==> src/rtl/eohp_ram.sv <==
module eohp_ram #(
  parameter int Width = 64,
  parameter int Depth = 32
) (
  input  logic                     clk_i,
  input  logic                     we_i,
  input  logic [$clog2(Depth)-1:0] waddr_i,
  input  logic [Width-1:0]         wdata_i,
  input  logic [$clog2(Depth)-1:0] raddr_i,
  output logic [Width-1:0]         rdata_o
);

  logic [Width-1:0] mem_q [Depth];
  logic [Width-1:0] rdata_q;

  always_ff @(posedge clk_i) begin
    if (we_i) begin
      mem_q[waddr_i] <= wdata_i;
    end
    rdata_q <= mem_q[raddr_i];
  end

  assign rdata_o = rdata_q;

endmodule

==> config.mk <==
export PLATFORM = sky130hd
export DESIGN_NAME = eohp_ram
export DESIGN_NICKNAME = d
export VERILOG_FILES = /design/src/rtl/eohp_ram.sv
export SDC_FILE = /design/constraint.sdc
export NUM_CORES = 2
export LEC_CHECK = 0
export BUFFER_PORTS_ARGS = -buffer_cell sky130_fd_sc_hd__buf_2
export CAP_MARGIN = 20
export CORE_MARGIN = 2
export CORE_UTILIZATION = 35
export DETAILED_ROUTE_END_ITERATION = 16
export PLACE_DENSITY = 0.46
export SETUP_SLACK_MARGIN = 0.3
export SLEW_MARGIN = 20
export SYNTH_ARGS = -nofsm -noshare
export SYNTH_HDL_FRONTEND = slang
export SYNTH_SLANG_ARGS = --single-unit
export TNS_END_PERCENT = 20
==> constraint.sdc <==
create_clock -name clk_i -period 4.9 [get_ports clk_i]
set_input_delay 0 -clock clk_i [delete_from_list [all_inputs] [get_ports clk_i]]
set_output_delay 0 -clock clk_i [all_outputs]
set_load 0.01 [all_outputs]
**After elaboration in Yosys (flattened, before gate mapping)**

Memories as Yosys holds them, arrays and structs flattened. A register that Yosys moved wholly into a read port is not among the register bits.
Cells that the tools add are included.

- Register bits after elaboration: 0
- Memory bits (writable): 2048
- Input bits: 76
- Output and inout bits: 64
- Word-level logic and storage cells: 3
- Memories kept: 1

- Muxes and demuxes: 2

Memory list:

| memory | depth | width | read ports | clocked after memory_dff | write ports | RTL line | text |
|---|---|---|---|---|---|---|---|
| mem_q | 32 | 64 | 1 | 1 | 1 | 13 | `logic [Width-1:0] mem_q [Depth];` |

Operators with widths:

| kind | number |
|---|---|
| two-way mux 1 bit | 2 |

**Depth between registers and ports, before layout**

- Depth after elaboration: 2
- Mapped depth: 9
- Gate-level depth less buffers: 4

**Least setup slack after synthesis**

Ideal clock, no wire load.

- Kind: input-to-reg
- Start point: input port waddr_i[1]
- End point: memory mem_q[12][0] (enable)
- Setup time: 0.486 ns
- Arrival: 3.336 ns
- Required time: 4.414 ns
- Slack: 1.078 ns
- Stages on the path: 3
- Path buffers: 1
- Cell sequence: or3b_2 -> clkbuf_1 -> nor2_1

RTL lines:

| element | RTL line | text |
|---|---|---|
| start, declared | 7 | `input logic [$clog2(Depth)-1:0] waddr_i,` |
| end, declared | 13 |  |

Straight into the memory's write port.

**Final worst setup path**

- Start point: input port waddr_i[3]
- End point: memory mem_q[19][36] (enable)

Straight into the memory's write port.

==> results_dict.tcl <==
set metrics [dict create \
    status "finished clean" \
    core-area_um2 224500 \
    cts-buffers-inserted 214 \
    htreeDepth 4 \
    path_delay_family "buffers and inverters" \
    nFillCells 19260 \
    vias_per_cell 5.309 \
    synth_top_area_cell "edfxtp_1" \
    clk_path_buf_depth 3 \
    clk_pin_slew_ps 60 \
    async_reset_ff_share_pct 0 \
    cp_max_fo 40 \
    setup_tns_ps 0 \
    crit_path_top_delay_cell "dlygate4sd3_1" \
    ant_nets 0 \
    synth_area_um2 78960 \
    tritoncts "built" \
    drive_gt1_share_pct 35.25 \
    grt_antenna_before_repair 15 \
    start_util_pct 35.18 \
    die_y_um 479.0 \
    hpwl_um 104000 \
    ios 140 \
    setup_viol_count_final 0 \
    layout_min_cycle_time_ps 2552 \
    fin_crit_sh_pct 52.08 \
    global_route.overflow_total 0 \
    switchingPower_uw 8102 \
    grt_max_degree 92 \
    r2r.worst_path.cells 5 \
    drt_iter0_drc 3664 \
    ir_drop_mv 0.3742 \
    synth_area_leaders "edfxtp_1, mux4_2, dfxtp_1" \
    clock-sinks 2112 \
    crit_chain "dlygate4sd3_1 > buf_2 > or3b_2 > dlygate4sd3_1 > nor2_4 > buf_12" \
    min_path_cells 2 \
    fmax_mhz 391.9 \
    wl_per_cell_um 32.01 \
    p_clk_share_pct 43.4 \
    pwr-share-seq_pct 51.9 \
    cp_slowest_stage_delay_ps 650 \
    combPwrFrac_pct 4.7 \
    port_buffers 139 \
    die_w_um 479.0 \
    skew_ps 29.47 \
    synth_cell_types 31 \
    regToRegSetupSlack_ps 2880 \
    syn-num-nets 3173 \
    yosysWarnings 0 \
    hold_class "primary input to flop" \
    critPathKind "primary input to flop" \
    grt_pass1_wl_um 297700 \
    tightest_slew_ps 1135 \
    critical_path_buf_inv_count 4 \
    p_leak_uw 0.02872 \
    area_delta_synth_final_pct 17.25 \
    holdBufCountCts 72 \
    rsz0062_at_grt "no" \
    synthCells 3097 \
    grt_pass1_vias 37610 \
    worstSkewPairLatency_ps 860 \
    cts_setup_buffers 0 \
    ys.flop_type "edfxtp_1" \
    worst_slack_ps 2348 \
    slew_headroom_pct 24.13 \
    die_area_um2 229400 \
    synth_edf_count 2048 \
    drc 0 \
    wirelength_um 213100 \
    cts_resized 0 \
    fin_util_pct 41.25 \
    synth_seq_cells 2112 \
    critical_path_arrival_ps 3020 \
    required_ps 5360 \
    cp_num_cells 6 \
    syn_area_per_cell_um2 25.50 \
    num-nets-final 3551 \
    power_switching_share_pct 20.83 \
    slew_viol_final 0 \
    dpl_worst_slack_ps 2097 \
    num_vias 35350 \
    critPathMostFrequentCell "dlygate4sd3_1" \
    gp_congestion 0.7081 \
    cp-end-kind "flop" \
    grt_usage_pct 18.52 \
    first_pass_iters 5 \
    startpoint_type "primary input" \
    cts_root_buffer "clkbuf_16" \
    num_rows 174 \
    synth_top_area_share_pct 77.88 \
    maxCapViolations 0 \
    p_per_area_nw_per_um2 420.1 \
    synth_seq_area_share_pct 79.50 \
    finalHoldViolCount 0 \
    p_int_uw 30790 \
]
[kinds of logic after synthesis]
kind of cell           after synthesis  synth area share [%]
AND/OR/NAND/NOR                     64                0.3787
buffers and inverters              157                0.9444
flip-flops                        2112                 79.50
AO/OA/AOI/OAI                       50                0.4659
multiplexers                       714                 18.71
[worst register-to-register path, stage by stage, from the launching register on]
cell	delay [ps]
edfxtp_1	350
mux4_2	490
o2bb2ai_1	180
o221ai_1	130
dlygate4sd3_1	590
and2_1	170
[per-layer routing]
| layer | track usage (%) | wire (um) | up-vias |
|---|---|---|---|
| met5 | 0 | 61 | - |
| met3 | 2.507 | 8197 | 263 |
| met1 | 25.06 | 91450 | 19850 |
| met2 | 31.93 | 109700 | 915 |
| li1 | - | - | 14310 |
| met4 | 4.050 | 3717 | 8 |
[flip-flops by register name, indices dropped and copies added, names as in the netlist]
name and count:
mem_q 2048, rdata_o 64
[path summary, 6_finish.rpt]
kind	start	to
hold / removal	wdata_i[26]	mem_q[25][26]
hold reg to reg	mem_q[4][13]	rdata_o[13]
setup / recovery	waddr_i[3]	mem_q[19][36]
setup reg to reg	mem_q[31][25]	rdata_o[25]
[power by group through the flow]
stage | Sequential [uW] | Clock [uW] | Combinational, uW
finish | 20200 | 16900 | 1830
detailed placement | 20600 | 0 | 1820
global placement | 20600 | 0 | 1790
CTS | 20200 | 17300 | 1880
floorplan | 20600 | 0 | 1010
global route | 20200 | 18000 | 1970
[Yosys cell counts (5+ instances only)]
cell type / number
buf_2: 65
o22ai_1: 10
mux2_2: 74
buf_1: 19
mux4_2: 602
dfxtp_1: 64
mux2i_1: 38
a221oi_1: 12
edfxtp_1: 2048
nand3b_1: 5
o21ai_0: 9
buf_4: 14
clkbuf_1: 55
nor2_1: 41
[layout make-up]
class	count	area (um^2)	area share [%]
antenna	6	15.01	0.01622
clock buffer	297	6048	6.533
clock inverter	104	1274	1.376
inverter	1	3.754	0.004054
multi-input combinational	828	15680	16.93
sequential	2112	62780	67.81
tap	2992	3744	4.043
timing repair buffer	318	3043	3.287
[stage by stage]
stage / hold slack, ps / area [um^2] / total power [uW] / std cells
after global routing: 184.7 / 92580 / 40140 / 6655
after floorplan: 98.87 / 78960 / 21570 / 3097
final: 198.7 / 92590 / 38890 / 6658
after global placement: 398.5 / 84460 / 22370 / 6176
after detailed placement: 400.4 / 84490 / 22410 / 6177
after CTS: 35.93 / 92530 / 39370 / 6650
[placed cells by master (no fill, tap or decap), drive strengths merged, types with 10 or more instances in the layout]
master	synthesis	layout
a221oi	12	12
buf	101	245
bufinv	0	24
clkbuf	55	297
clkinv	0	66
dfxtp	64	64
dlygate4sd3	0	73
edfxtp	2048	2048
mux2	74	74
mux2i	38	38
mux4	602	602
nor2	41	41
o22ai	10	10
Power figures use the tool's default switching activity.
