### config.mk
export PLATFORM = sky130hd
export DESIGN_NAME = eohp_ctrl
export DESIGN_NICKNAME = d
export VERILOG_FILES = /design/src/rtl/eohp_pkg.sv /design/src/rtl/eohp_ctrl.sv
export SDC_FILE = /design/constraint.sdc
export NUM_CORES = 1
export LEC_CHECK = 0
export ABC_AREA = 1
export BUFFER_PORTS_ARGS = -buffer_cell sky130_fd_sc_hd__buf_2
export CORE_MARGIN = 5
export CORE_UTILIZATION = 50
export CTS_BUF_LIST = sky130_fd_sc_hd__clkbuf_8
export DETAILED_ROUTE_END_ITERATION = 16
export PLACE_DENSITY = 0.72
export RECOVER_POWER = 25
export SLEW_MARGIN = 25
export SYNTH_ARGS = -nofsm -noshare
export SYNTH_HDL_FRONTEND = slang
export SYNTH_SLANG_ARGS = --single-unit
### constraint.sdc
create_clock -name clk_i -period 2.15 [get_ports clk_i]
set_input_delay 0.215 -clock clk_i [delete_from_list [all_inputs] [get_ports clk_i]]
set_output_delay 0.215 -clock clk_i [all_outputs]
set_load 0.02 [all_outputs]
### src/rtl/eohp_pkg.sv
package eohp_pkg;

  localparam int COEF_W = 64;
  localparam int IDX_W  = 5;
  localparam int TIME_W = 49;
  localparam int OUT_W  = 48;
  localparam int K_W    = 5;

  // table layout
  localparam logic [IDX_W-1:0] SLOT_EPOCH_XY = 5'd0;
  localparam logic [IDX_W-1:0] SLOT_EPOCH_UT = 5'd1;
  localparam logic [IDX_W-1:0] SLOT_OFFSET   = 5'd2;
  localparam logic [IDX_W-1:0] SLOT_RATE     = 5'd5;
  localparam logic [IDX_W-1:0] SLOT_AMP      = 5'd8;
  localparam logic [IDX_W-1:0] SLOT_PERIOD   = 5'd24;

  // series select
  localparam logic [1:0] SER_X  = 2'd0;
  localparam logic [1:0] SER_Y  = 2'd1;
  localparam logic [1:0] SER_UT = 2'd2;

  localparam logic [63:0] HALF_PI_62 = 64'h6487ED5110B4611A;

  typedef enum logic [4:0] {
    OP_NONE,
    OP_DT,
    OP_ACC_INIT,
    OP_MUL_RATE,
    OP_ADD_RATE,
    OP_PER,
    OP_ERR,
    OP_DIV_PHASE,
    OP_PHASE,
    OP_MUL_X,
    OP_X,
    OP_MUL_XX,
    OP_X2,
    OP_MUL_ST,
    OP_DIV_ST,
    OP_ST,
    OP_MUL_CT,
    OP_DIV_CT,
    OP_CT,
    OP_UNFOLD,
    OP_MUL_SA,
    OP_HT_SET,
    OP_MUL_CA,
    OP_HT_ADD,
    OP_ACC_HT,
    OP_SAT,
    OP_SEND
  } op_e;

  typedef struct packed {
    op_e              op;
    logic [IDX_W-1:0] addr;
    logic [K_W-1:0]   k;
    logic [1:0]       ser;
  } ctl_cmd_t;

  typedef struct packed {
    logic mul_busy;
    logic div_busy;
    logic per_zero;
    logic out_free;
  } ctl_stat_t;

endpackage

### src/rtl/eohp_ctrl.sv
module eohp_ctrl #(
  parameter int SINE_ITERATIONS = 24
) (
  input  logic                clk_i,
  input  logic                rst_ni,
  input  logic                start_i,
  input  eohp_pkg::ctl_stat_t stat_i,
  output eohp_pkg::ctl_cmd_t  cmd_o,
  output logic                busy_o
);
  import eohp_pkg::*;

  typedef enum logic [4:0] {
    ST_IDLE, ST_RD_EP, ST_DT, ST_ACC, ST_MUL_RATE, ST_W_RATE,
    ST_RD_PER, ST_PER, ST_CHK, ST_W_PH, ST_MUL_X, ST_W_X, ST_MUL_XX, ST_W_XX,
    ST_MUL_ST, ST_W_MST, ST_W_DST, ST_MUL_CT, ST_W_MCT, ST_W_DCT,
    ST_UNFOLD, ST_MUL_SA, ST_W_SA, ST_MUL_CA, ST_W_CA, ST_ADD_HT,
    ST_NEXT_H, ST_SAT, ST_SEND
  } state_e;

  localparam logic [K_W-1:0] K_LAST = K_W'(SINE_ITERATIONS - 1);

  state_e         state_q, state_d;
  logic [1:0]     ser_q, ser_d;
  logic [2:0]     h_q, h_d;
  logic [K_W-1:0] k_q, k_d;
  logic [2:0]     h_last;

  assign h_last = (ser_q == SER_UT) ? 3'd7 : {1'b0, ser_q[0], 1'b1};
  assign busy_o = (state_q != ST_IDLE);

  always_comb begin
    state_d    = state_q;
    ser_d      = ser_q;
    h_d        = h_q;
    k_d        = k_q;
    cmd_o.op   = OP_NONE;
    cmd_o.addr = '0;
    cmd_o.k    = k_q;
    cmd_o.ser  = ser_q;
    unique case (state_q)
      ST_IDLE: begin
        if (start_i) begin
          ser_d   = SER_X;
          state_d = ST_RD_EP;
        end
      end
      ST_RD_EP: begin
        cmd_o.addr = (ser_q == SER_UT) ? SLOT_EPOCH_UT : SLOT_EPOCH_XY;
        state_d    = ST_DT;
      end
      ST_DT: begin
        cmd_o.op   = OP_DT;
        cmd_o.addr = SLOT_OFFSET + IDX_W'(ser_q);
        state_d    = ST_ACC;
      end
      ST_ACC: begin
        cmd_o.op   = OP_ACC_INIT;
        cmd_o.addr = SLOT_RATE + IDX_W'(ser_q);
        state_d    = ST_MUL_RATE;
      end
      ST_MUL_RATE: begin
        cmd_o.op = OP_MUL_RATE;
        state_d  = ST_W_RATE;
      end
      ST_W_RATE: begin
        if (!stat_i.mul_busy) begin
          cmd_o.op = OP_ADD_RATE;
          h_d      = {ser_q, 1'b0};
          state_d  = ST_RD_PER;
        end
      end
      ST_RD_PER: begin
        cmd_o.addr = SLOT_PERIOD + IDX_W'(h_q);
        state_d    = ST_PER;
      end
      ST_PER: begin
        cmd_o.op = OP_PER;
        state_d  = ST_CHK;
      end
      ST_CHK: begin
        if (stat_i.per_zero) begin
          cmd_o.op = OP_ERR;
          state_d  = ST_NEXT_H;
        end else begin
          cmd_o.op = OP_DIV_PHASE;
          state_d  = ST_W_PH;
        end
      end
      ST_W_PH: begin
        if (!stat_i.div_busy) begin
          cmd_o.op = OP_PHASE;
          state_d  = ST_MUL_X;
        end
      end
      ST_MUL_X: begin
        cmd_o.op = OP_MUL_X;
        state_d  = ST_W_X;
      end
      ST_W_X: begin
        if (!stat_i.mul_busy) begin
          cmd_o.op = OP_X;
          state_d  = ST_MUL_XX;
        end
      end
      ST_MUL_XX: begin
        cmd_o.op = OP_MUL_XX;
        state_d  = ST_W_XX;
      end
      ST_W_XX: begin
        if (!stat_i.mul_busy) begin
          cmd_o.op = OP_X2;
          k_d      = K_W'(1);
          state_d  = ST_MUL_ST;
        end
      end
      ST_MUL_ST: begin
        cmd_o.op = OP_MUL_ST;
        state_d  = ST_W_MST;
      end
      ST_W_MST: begin
        if (!stat_i.mul_busy) begin
          cmd_o.op = OP_DIV_ST;
          state_d  = ST_W_DST;
        end
      end
      ST_W_DST: begin
        if (!stat_i.div_busy) begin
          cmd_o.op = OP_ST;
          state_d  = ST_MUL_CT;
        end
      end
      ST_MUL_CT: begin
        cmd_o.op = OP_MUL_CT;
        state_d  = ST_W_MCT;
      end
      ST_W_MCT: begin
        if (!stat_i.mul_busy) begin
          cmd_o.op = OP_DIV_CT;
          state_d  = ST_W_DCT;
        end
      end
      ST_W_DCT: begin
        if (!stat_i.div_busy) begin
          cmd_o.op = OP_CT;
          if (k_q == K_LAST) begin
            state_d = ST_UNFOLD;
          end else begin
            k_d     = k_q + K_W'(1);
            state_d = ST_MUL_ST;
          end
        end
      end
      ST_UNFOLD: begin
        cmd_o.op   = OP_UNFOLD;
        cmd_o.addr = SLOT_AMP + IDX_W'({h_q, 1'b0});
        state_d    = ST_MUL_SA;
      end
      ST_MUL_SA: begin
        cmd_o.op = OP_MUL_SA;
        state_d  = ST_W_SA;
      end
      ST_W_SA: begin
        cmd_o.addr = SLOT_AMP + IDX_W'({h_q, 1'b1});
        if (!stat_i.mul_busy) begin
          cmd_o.op = OP_HT_SET;
          state_d  = ST_MUL_CA;
        end
      end
      ST_MUL_CA: begin
        cmd_o.op = OP_MUL_CA;
        state_d  = ST_W_CA;
      end
      ST_W_CA: begin
        if (!stat_i.mul_busy) begin
          cmd_o.op = OP_HT_ADD;
          state_d  = ST_ADD_HT;
        end
      end
      ST_ADD_HT: begin
        cmd_o.op = OP_ACC_HT;
        state_d  = ST_NEXT_H;
      end
      ST_NEXT_H: begin
        if (h_q == h_last) begin
          state_d = ST_SAT;
        end else begin
          h_d     = h_q + 3'd1;
          state_d = ST_RD_PER;
        end
      end
      ST_SAT: begin
        cmd_o.op = OP_SAT;
        if (ser_q == SER_UT) begin
          state_d = ST_SEND;
        end else begin
          ser_d   = ser_q + 2'd1;
          state_d = ST_RD_EP;
        end
      end
      ST_SEND: begin
        if (stat_i.out_free) begin
          cmd_o.op = OP_SEND;
          state_d  = ST_IDLE;
        end
      end
      default: state_d = ST_IDLE;
    endcase
  end

  always_ff @(posedge clk_i or negedge rst_ni) begin
    if (!rst_ni) begin
      state_q <= ST_IDLE;
      ser_q   <= SER_X;
      h_q     <= '0;
      k_q     <= '0;
    end else begin
      state_q <= state_d;
      ser_q   <= ser_d;
      h_q     <= h_d;
      k_q     <= k_d;
    end
  end

endmodule

* Word-level counts from Yosys, hierarchy flattened
Cells that the tools add are included.
** Storage, ports and cells
- Bits in registers :: 15
- Bits of input ports :: 7
- Output and inout port bits :: 18
- Logic and storage cells :: 110
** Cells by class
- Add/sub/neg operators :: 8
- Equal/unequal tests :: 46
- Mux-type cells :: 43
- Reductions and logical operators :: 9
** Operator list (number)
- one-hot mux 5 bit (29 select lines) :: 1
- one-hot mux 5 bit (25 select lines) :: 1
- 2-to-1 mux 5 bit :: 24
- equality test 5 bit, second input constant :: 14
- equality test 5 x 4 -> 1 bit, second input constant :: 8
- inequality test 2 bit, second input constant :: 15
- one-hot mux 5 bit (6 select lines) :: 1
- equality test 5 x 3 -> 1 bit, second input constant :: 4
- 2-to-1 mux 4 bit :: 5
- adder 4 x 4 -> 5 bit, first input constant :: 3
- 2-to-1 mux 3 bit :: 4
- AND reduction 12 bit :: 1
- equality test 5 x 2 -> 1 bit, second input constant :: 2
- one-hot mux 5 bit (2 select lines) :: 1
- one-hot mux 3 bit (2 select lines) :: 1
- AND reduction 3 bit :: 2
- nonzero test 2 bit :: 3
- adder 5 x 1 -> 5 bit, second input constant :: 1
- equality test 5 x 1 -> 1 bit, second input constant :: 1
- zero test 5 bit :: 1
- nonzero test 5 bit :: 1
- adder 3 x 2 -> 4 bit, first input constant :: 1
- 2-to-1 mux 2 bit :: 2
- one-hot mux 2 bit (2 select lines) :: 1
- 7 further kinds :: 8

* Depth between registers and ports, before layout
- Depth in word-level cells :: 5
- Gate-level depth with buffers :: 12
- Mapped depth without buffers :: 11

* Worst setup path before layout
No wires, ideal clock.
- Kind :: flip-flop to flip-flop
- Start point :: reg state_q[0]
- End point :: reg ser_q[0]
- Setup time :: 126 ps
- Arrival :: 1500 ps
- Required time :: 2024 ps
- Path slack :: 524 ps
- Stages on the path, launching flop included :: 8
- Clock period less this slack :: 1626 ps
- Cell sequence :: dfrtp_1 -> buf_6 -> nor2_1 -> nand3_1 -> nand2_1 -> nand3_1 -> a21oi_1 -> a21oi_1
** Between the ends
- Longest elaborated chain between the ends :: 3
- Elaborated cells between the ends (all ways) :: 7
- Classes of those cells :: eq/ne: 3; mux: 1; reduce/logical: 3
** RTL lines
- start: declaration :: line eohp_ctrl.sv:23 : state_e state_q, state_d;
- start signal: assignment :: line eohp_ctrl.sv:218 : state_q <= state_d;
- equality test 5 bit or zero test 5 bit (tied branches) :: line eohp_ctrl.sv:41 : unique case (state_q)
- inequality test 2 bit (no line) or nonzero test 2 bit (tied branches)
- AND reduction 3 bit (no line)
- end signal: assignment :: line eohp_ctrl.sv:219 : ser_q <= ser_d;
- end: declaration :: line eohp_ctrl.sv:24 : logic [1:0] ser_q, ser_d;
Parallel ways exist; a longest one is shown, timed or not.
A chain may end at the register's enable or synchronous reset.

==> impl_summary.md <==
Run status
The run finished with clean final reports.

Finish
The repair_antennas step left the layout with diodes totalling 0. From synthesis to final layout, the design area changed by 18.9%. Summing all multi-input logic gate instances after layout gives 1180 sq um.

Excluding fillers, the count of instances in the completed layout stands at 367. In the final layout, the share of cells above drive strength 1 is 20.9%. The net count of the finished layout is 334. The final-layout fill cell count is 329. Across the whole layout, storage elements account for 382 sq um.

Yosys
The cell count after synthesis is 287. The mapped netlist covers 1700 sq um. After synthesis, the netlist uses 33 different library cells. The share of the Yosys chip area taken by registers is 22.0%.

In this run, synthesis produced a sequential element count of 15. The synthesized design spends more area on one cell type than any other, namely dfrtp_1. The total number of yosys warnings is 0.

The number of nets produced by synthesis is 299. The per-instance average area after synthesis is 5.94 sq um. The commonest register cell after synthesis is dfrtp_1.

By area the synthesized netlist is led by dfrtp_1 (22%), nand2_1 (18%), nand3_1 (10%), nor2_1 (8.1%), inv_1 (7.7%). In this run, synthesis inferred 0 flip-flops with an integrated enable. The share of synthesized registers carrying an async set or reset is 100%.

The top-area cell type share of the netlist area is 22.0%.

Clocking
The clock latency reported for the late side of the worst-skew pair is 0.25 ns. TritonCTS built the clock tree. In this run, CTS created clock tree buffers numbering 3. After clock tree synthesis, the clock-pin slew on the worst setup and hold paths is 0.06 ns. The number of buffers on the longest clock path is 2. The level count of the clock H-tree is 1.

The tree built by TritonCTS fans out to 15 sinks. The tree is rooted in a clkbuf_8.

Timing
The routed design could run at a clock period as short as 2.01 ns. The highest clock frequency the design can meet is 0.498 GHz. In this run the tightest slew margin relative to its limit is 46.7%. The part of the cycle the worst path needs is 93.5%. Setup violations remaining at the end of the flow were counted as 0. The worst hold margin is 0.482 ns. The slack of the critical path is 0.141 ns. The final max-slew violation count was 0. The count of final hold-check violations is 0. The worst clock skew on the final layout is 0.00360 ns. The total negative slack for setup checks is 0 ns. At the pin with the least slew margin, the transition time is 0.799 ns.

Worst hold path
The instance count along the most critical hold path is 5. The startpoint of the tightest hold check path is start_i. The capture endpoint of the worst hold path is ser_q[1].

The tightest min-delay check is of the in2reg type.

Global route
The largest net degree at the start of global routing is 16. The wire length of the first global-routing pass is 8.63 mm. The total global routing overflow is 0. The number of antenna violations at the first check in global routing is 0. For this run, the total global-route usage over all layers was measured as 24.5%. The number of global-route vias before repair is 1803.

Die
The full die area is 4680 sq um. The total I/O pin count is 25. The placeable core region is 3310 sq um. For this configuration, the core starts out at a cell density of 51.5%. The die is 68.4 um tall. The number of core rows is 21. The die width is 68.4 um.

Detailed routing
The final layout contains routed wiring with a total length of 5.15 mm. The remaining number of nets flagged by the antenna check after routing is 0. After detailed routing, the average wire length per cell comes to 14.0 um. The count of vias placed by the detailed router is 2061. For this run, the detailed router's first-pass iteration total came to 5.

In the routed design, unresolved DRC markers number 0. The post-detailed-route via-to-cell ratio is 5.62. After the first detailed-routing iteration, the DRC count stood at 182.

Power
In this run the static leakage power is 1.13 nW. The power after layout is 2.43 mW. Power spread over the standard cell area amounts to 1200 nW/um^2.

Across the VDD grid, the largest voltage drop is 0.000659 V.

Critical path
The startpoint type of the worst setup path is a flop. The worst register-to-register path begins at ser_q[0]. The endpoint identified for the worst register-to-register timing path is h_q[2]. The largest driver fanout on the critical path is 7. The startpoint of the worst setup timing path is state_q[2]. The data arrival time of the critical path is 1.79 ns. Counting cells, the worst reg-to-reg path comes to 9.

The category of the worst setup path capture point is an output port. The start-to-end type of the worst setup path is reg2out. The required time reported for the critical path endpoint is 1.93 ns. The internal reg-to-reg setup slack is 0.46 ns.

Run
Max-cap violations in this run came to 0.

Placed design
In this run, placement finished with an instance count of 356. The final RePlAce weighted congestion is 0.979. The port buffer count is 24.

The wire-length estimate of the detail-placed layout is 4.07 mm. The pre-CTS worst setup slack is 0.243 ns.
-- what timing repair did --
action | in CTS | in global routing
endpoints found under the hold margin | 15 | 0
setup endpoints to repair | 3 | 8
hold buffers | 1 | 0
gates resized for setup | 3 | 12
setup buffers | 0 | 6
-- flip-flops by register name, indices dropped and copies added (netlist names) --
signal / cells
ser_q: 2
h_q: 3
k_q: 5
state_q: 5
-- layer usage --
metal | global-route usage [%] | vias up | wire, um
li1 | - | 1006 | -
met1 | 33.6 | 930 | 2160
met4 | 6.45 | 0 | 131
met3 | 4.60 | 19 | 498
met5 | 0 | - | 0
met2 | 39.2 | 106 | 2350
-- power breakdown --
part           leakage (nW)  switching (mW)  internal [mW]  total (mW)
clock network        0.0255           0.102          0.128       0.230
logic                 0.911            1.10          0.563        1.66
registers             0.191           0.160          0.378       0.538
-- synth_stat cells, drive strengths merged (2+ instances only) --
cell     n
a21oi    8
a31oi    2
buf      5
dfrtp   15
ha       5
inv     39
nand2   84
nand3   35
nand3b   2
nand4    8
nor2    46
nor3     5
nor3b    2
o211ai   4
o21ai   18
xor2     2
-- area by class of cell --
cell class / instances / share of cell area, %
Multi-Input combinational cell: 228 / 58.1
Sequential cell: 15 / 18.8
Timing Repair Buffer: 35 / 10.7
Inverter: 39 / 7.23
Tap cell: 46 / 2.84
Clock buffer: 3 / 2.04
Clock inverter: 1 / 0.247
-- cells by family (layout without fill, tap and decap cells) --
family                     count (synthesis)  count (layout)  synth area share (%)
AOI/OAI and AO/OA                         37              37                  13.1
buffers and inverters                     44              78                  10.5
adders and majority gates                  5               5                  3.67
and+or+nand+nor                          183             183                  49.1
DFF                                       15              15                  22.0
xor gates and xnor gates                   3               3                  1.54
-- cells in the final DEF (no fill, tap or decap), types with 2 or more instances in the layout --
cell,instances
clkbuf_8,3
nor2_4,6
o21ai_0,16
nand2_1,77
nor3b_1,2
dfrtp_2,5
o21ai_1,2
inv_1,34
inv_2,5
a21oi_1,8
nand2_2,5
nor2_2,5
nand4_1,8
nand3b_1,2
nor2_1,35
a31oi_1,2
o211ai_1,4
dfrtp_1,10
buf_4,9
ha_1,5
nand3_1,34
nand2_4,2
nor3_1,5
xor2_1,2
buf_2,23
-- worst max-delay path, stage by stage, from the launching register on --
cell,delay (ns)
dfrtp_2,0.48
nor2_4,0.23
nand2_4,0.11
nor2_4,0.14
inv_1,0.13
nor2_2,0.15
nor3b_1,0.07
nand3_1,0.08
buf_2,0.16
-- stage by stage --
| step | area, sq um | utilization [%] |
|---|---|---|
| global placement | 1880 | 56.8 |
| finish | 2030 | 61.2 |
| floorplan | 1700 | - |
| CTS | 1940 | 58.7 |
| global route | 2030 | 61.2 |
| detailed placement | 1880 | 56.8 |
-- worst max path at each step --
stage / to / slack, ns / cells after the start
floorplan: ser_q[0] / 0.52 / 7
global placement: cmd_o[7] / 0.22 / 7
detailed placement: cmd_o[7] / 0.24 / 7
CTS: cmd_o[8] / 0.009 / 10
global route: cmd_o[8] / -0.02 / 10
finish: cmd_o[13] / 0.14 / 8
No activity file was read; power rests on OpenSTA's default activity.
